### config.mk
export PLATFORM = sky130hd
export DESIGN_NAME = pphash_modmul
export DESIGN_NICKNAME = d
export VERILOG_FILES = /design/src/hdl/pphash_pkg.sv /design/src/hdl/pphash_modmul.sv
export SDC_FILE = /design/constraint.sdc
export NUM_CORES = 2
export LEC_CHECK = 0
export ABC_AREA = 1
export BUFFER_PORTS_ARGS = -buffer_cell sky130_fd_sc_hd__buf_2
export CELL_PAD_IN_SITES_DETAIL_PLACEMENT = 1
export CELL_PAD_IN_SITES_GLOBAL_PLACEMENT = 2
export CORE_MARGIN = 8
export CORE_UTILIZATION = 25
export DETAILED_ROUTE_END_ITERATION = 6
export PLACE_DENSITY = 0.61
export SLEW_MARGIN = 30
export SYNTH_ARGS = -nofsm -noshare
export SYNTH_HDL_FRONTEND = slang
export SYNTH_SLANG_ARGS = --single-unit
### constraint.sdc
create_clock -name clk -period 7.3 [get_ports clk]
set_clock_uncertainty 0.15 [all_clocks]
set_input_delay 1.095 -clock clk [delete_from_list [all_inputs] [get_ports clk]]
set_output_delay 1.095 -clock clk [all_outputs]
set_load 0.1 [all_outputs]
### src/hdl/pphash_pkg.sv
// ----------------------------------------------------------------------------
// pphash_pkg
// Shared types and constants for the prefix polynomial hash table: the
// prime, the Barrett reduction constant, operation and status codes, and
// the control sequencer states.
// ----------------------------------------------------------------------------
package pphash_pkg;

  // Hash words are residues modulo a 30-bit prime
  localparam int          HASH_W     = 30;
  localparam logic [29:0] HASH_PRIME = 30'd1000000007;

  // floor(2^60 / HASH_PRIME), Barrett constant for 60-bit products
  localparam logic [30:0] BARRETT_M  = 31'd1152921496;

  // Default string capacity and base after reset
  localparam int          DEF_MAX_LEN = 1024;
  localparam logic [29:0] BASE_RESET  = 30'd255;

  // Register stages of the modular multiplier
  localparam int          MM_LAT = 5;

  typedef enum logic [1:0] {
    FUNC_CLEAR  = 2'd0,
    FUNC_APPEND = 2'd1,
    FUNC_QUERY  = 2'd2
  } func_t;

  typedef enum logic [1:0] {
    ST_OK     = 2'd0,
    ST_FULL   = 2'd1,
    ST_BEYOND = 2'd2
  } status_t;

  typedef enum logic [2:0] {
    S_IDLE,
    S_READ,
    S_MUL,
    S_FIN,
    S_DONE
  } state_t;

endpackage

### src/hdl/pphash_modmul.sv
// ----------------------------------------------------------------------------
// pphash_modmul
// Pipelined modular multiplier: r = (a * b) mod HASH_PRIME for operands
// below the prime. Five register stages: product, Barrett quotient,
// quotient times prime, raw remainder, final correction.
// ----------------------------------------------------------------------------
module pphash_modmul (
  input  logic                          clk,
  input  logic [pphash_pkg::HASH_W-1:0] a,
  input  logic [pphash_pkg::HASH_W-1:0] b,
  output logic [pphash_pkg::HASH_W-1:0] r
);
  import pphash_pkg::*;

  logic [59:0] prod;
  logic [61:0] quot_prod;
  logic [31:0] prod_lo2;
  logic [31:0] qp_lo;
  logic [31:0] prod_lo3;
  logic [31:0] rem_raw;
  logic [29:0] rem;

  logic [30:0] quot_est;
  logic [30:0] quot;
  logic [31:0] rem_m1;
  logic [31:0] rem_m2;

  localparam logic [31:0] PRIME_32  = {2'b00, HASH_PRIME};
  localparam logic [31:0] PRIME2_32 = {1'b0, HASH_PRIME, 1'b0};

  // Estimate the quotient from the top bits of the product
  assign quot_est = prod[59:29];
  assign quot     = quot_prod[61:31];

  // Remainder lies below three primes; pick the one in range
  assign rem_m1 = rem_raw - PRIME_32;
  assign rem_m2 = rem_raw - PRIME2_32;

  always_ff @(posedge clk) begin
    prod      <= {30'b0, a} * {30'b0, b};
    quot_prod <= {31'b0, quot_est} * {31'b0, BARRETT_M};
    prod_lo2  <= prod[31:0];
    // Only the low word of quotient times prime is needed
    qp_lo     <= {1'b0, quot} * PRIME_32;
    prod_lo3  <= prod_lo2;
    rem_raw   <= prod_lo3 - qp_lo;
    if (rem_raw >= PRIME2_32) begin
      rem <= rem_m2[29:0];
    end else if (rem_raw >= PRIME_32) begin
      rem <= rem_m1[29:0];
    end else begin
      rem <= rem_raw[29:0];
    end
  end

  assign r = rem;

endmodule

=== Yosys cells after proc, flatten, opt, wreduce, memory -nomap -nowiden ===
Cells that the tools add are included.

* Add/subtract/negate cells: 3
* $mul: 3
* $lt $le $gt $ge: 2
* Mux-type cells: 2

{| class="wikitable"
|+ Operator list
! kind !! count
|-
| $mul 30x30->60 || 1
|-
| $mux 30 || 2
|-
| $sub 30x30->30 const B || 2
|-
| $mul 31x28->59 const B || 1
|-
| $ge 32x30->1 const B || 1
|-
| $ge 32x31->1 const B || 1
|-
| $mul 31x30->32 const B || 1
|-
| $sub 32x32->32 || 1
|}

* Flip-flop bits (word level): 277
* Input bits: 61
* Output and inout bits: 30

=== Depth between registers and ports, before layout ===
* Depth after elaboration: 3
* Gate-level depth with buffers: 32

=== Worst setup path after synthesis ===
No wires, ideal clock.

* Kind: input to register
* From: in b[4] in the netlist's numbering
* To: reg prod[54]
* Library setup time: 0.113 ns
* Arrival: 6.869 ns
* Required time: 7.037 ns
* Path slack: 0.168 ns
* Stages on the path: 27
* Buffers on the path: 1
* Cell sequence: clkbuf_1 -> nand2_1 -> inv_1 -> fa_1 -> fa_1 -> fa_1 -> inv_1 -> fa_1 -> inv_1 -> fa_1 -> inv_1 -> fa_1 -> inv_1 -> fa_1 -> inv_1 -> fa_1 -> inv_1 -> ha_1 -> nand2_1 -> nor2_1 -> inv_1 -> nor2_1 -> inv_1 -> nor3b_1 -> o21bai_1 -> nand4_1 -> nand2_1

* Word-level cells in the longest chain between the ends: 1

{| class="wikitable"
|+ Ends and longest elaborated chain
! what !! RTL line !! source
|-
| from (decl) || pphash_modmul.sv:10 || <nowiki>input logic [pphash_pkg::HASH_W-1:0] b,</nowiki>
|-
| $mul 30x30->60 || pphash_modmul.sv:40 || <nowiki>prod <= {30'b0, a} * {30'b0, b};</nowiki>
|-
| to (signal assigned) || pphash_modmul.sv:40 ||
|-
| to (decl) || pphash_modmul.sv:15 || <nowiki>logic [59:0] prod;</nowiki>
|}

No other way between the ends.

=== Worst setup path in the final report ===
* From: in b[15] in the netlist's numbering
* To: reg prod[38]

Same word-level chain as after synthesis.

==> metrics <==
status=complete, no violations; Synth Instances=8046; yosys warns=0; kind of critical path=in -> reg; Total Wirelength=224 mm; Worst path max stage delay=0.55 ns; Synth Flop Type=dfxtp_1; Setup TNS=0 ns; share of layout cells above drive strength 1=0.0991; fmax=0.140 GHz; vias in the first global route=58300; Critical Path AT=7.45 ns; Cell Area, Placed=71800 µm²; Rows=185; max cap viols=0; HP Class=reg -> reg; IO Port Bufs=90; DP Cell Count=11800; drt drc=0; hold-fix buffers at CTS=0; Syn Area/Cell=7.90 µm²; die width=520 µm; relative slew slack=0.383; Initial Utilization=0.251; CP Max Fanout=9; GRT Total Usage=0.164; area grow syn2layout=16.0%; clock buffer depth=3; cell area after synthesis=63500 µm²; gpl congestion=0.860; most used cell, CP=fa_1; Min Clock Period, post-route=7.13 ns; largest net degree at the start of global routing=47; CTS tree=built; Clock Pin Slew Worst Setup and Hold Paths=0.07 ns; EDFF count, synth=0; Async SR Flop Fraction=0; actual slew at the worst max-slew pin=0.924 ns; Die Span Y=520 µm; Seq/Total Area, Yosys=0.0784; DP HPWL=204 mm; Slew Limit Fails=0; Worst Setup End Kind=flip-flop; routed len/inst=18.8 µm; Synth cell types=51; top cell type's share of synthesized area=0.386; initial antenna violation count=11; Slowest cell on crit path=fa_1; most common cell in the netlist=inv_1; Critical Path Start Type=input port; GRT overflow=0; first-pass detailed-route iteration total=5; post-route insts no fill=11900; Iteration-0 DRC Markers=1865; Inserted Clock Buffers=34; Post-Syn Nets=10100; CTS H-tree lvls=2; dominant cells by area after synthesis=fa_1 39%, ha_1 16%, inv_1 14%; # IOs=91; post-layout util=0.291; Setup-failing EPs final=0; Yosys top cell by area=fa_1; synthesis-stage register bit count=249; RSZ-0062 raised after global routing=true; required time of the worst setup path=7.62 ns; vias per cell=4.27; Post-synth top cells=2390 x inv_1, 1752 x nand2_1, 1224 x fa_1; Nets=10600; Final Cell Area=73700 µm²; Clock Sinks=249; final hold viol count=0; Clock Latency Late Sink=0.58 ns; Final period util=0.977; Routed Antenna Nets=0; die footprint=271000 µm²; DR vias=50900; global-route wire length before repair=345 mm; Core Area=253000 µm²; root buf cell=clkbuf_16
[worst max-delay path: cells and delay by family]
family | cells | cell delay [ns]
and+or+nand+nor | 7 | 0.84
adders and majority gates | 9 | 4.36
xor gates and xnor gates | 1 | 0.27
buffers and inverters | 9 | 0.85
[final cells by class]
class / count / area, µm²
Multi-Input combinational cell: 5188 / 49200
Clock inverter: 17 / 203
Clock buffer: 45 / 953
Tap cell: 3366 / 4210
Sequential cell: 249 / 4980
Antenna cell: 1 / 2.50
Inverter: 2405 / 9030
Timing Repair Buffer: 640 / 5130
Fill cell: 30700 / 180000
[final timing paths]
check | start | endpoint | slack, ns | cells past startpoint
max | b[15] | prod[38]$_DFF_P_ | 0.17 | 26
min | prod_lo2[6]$_DFF_P_ | prod_lo3[6]$_DFF_P_ | 0.17 | 0
max reg2reg | quot_prod[32]$_DFF_P_ | qp_lo[31]$_DFF_P_ | 0.40 | 21
min reg2reg | prod_lo2[6]$_DFF_P_ | prod_lo3[6]$_DFF_P_ | 0.17 | 0
[placed cells by master, fill, tap and decap left out, types with 151 or more instances in the layout]
cell,n
fa_1,1221
inv_1,2389
dfxtp_1,249
o21ai_0,151
a21oi_1,215
buf_4,522
ha_1,781
nand2_1,1741
nand3_1,198
nor2_1,367
[registers in the layout, summed over array words and instances (netlist names)]
name and flops:
prod 60, prod_lo2 32, prod_lo3 32, qp_lo 32, quot_prod 31, r 30, rem_raw 32
[cells by family (layout without fill, tap and decap cells)]
group,count (synthesis),after routing,synth area share
buffers and inverters,2609,3107,0.155
and+or+nand+nor,2471,2471,0.155
adders and majority gates,2020,2020,0.542
AOI/OAI and AO/OA,534,534,0.0458
DFF,249,249,0.0784
xor gates and xnor gates,163,163,0.0226
other,0,1,0
[timing repair]
action / in CTS / in global routing
setup endpoints to repair: 19 / 41
gates resized for setup: 25 / 156
cloned: 0 / 3
buffers inserted: 0 / 2
pin swaps: 2 / 15
[per-stage QoR]
step / worst slack, ns / hold slack, ns
detailed placement: -0.911 / 0.163
global placement: -0.906 / 0.162
global route: -0.0218 / 0.181
finish: 0.167 / 0.174
floorplan: 0.168 / 0.160
CTS: 0.00438 / 0.173
[routing by layer]
| layer | vias up | global-route usage | share of wire |
|---|---|---|---|
| li1 | 24300 | - | - |
| met1 | 25800 | 0.219 | 0.47 |
| met2 | 534 | 0.292 | 0.49 |
| met3 | 199 | 0.0119 | 0.020 |
| met4 | 6 | 0.0350 | 0.024 |
| met5 | - | 0 | 0.00016 |
Power is left out: the tool's default activity adds up to more than one toggle a clock period on the data nets, which glitch-free logic cannot reach.
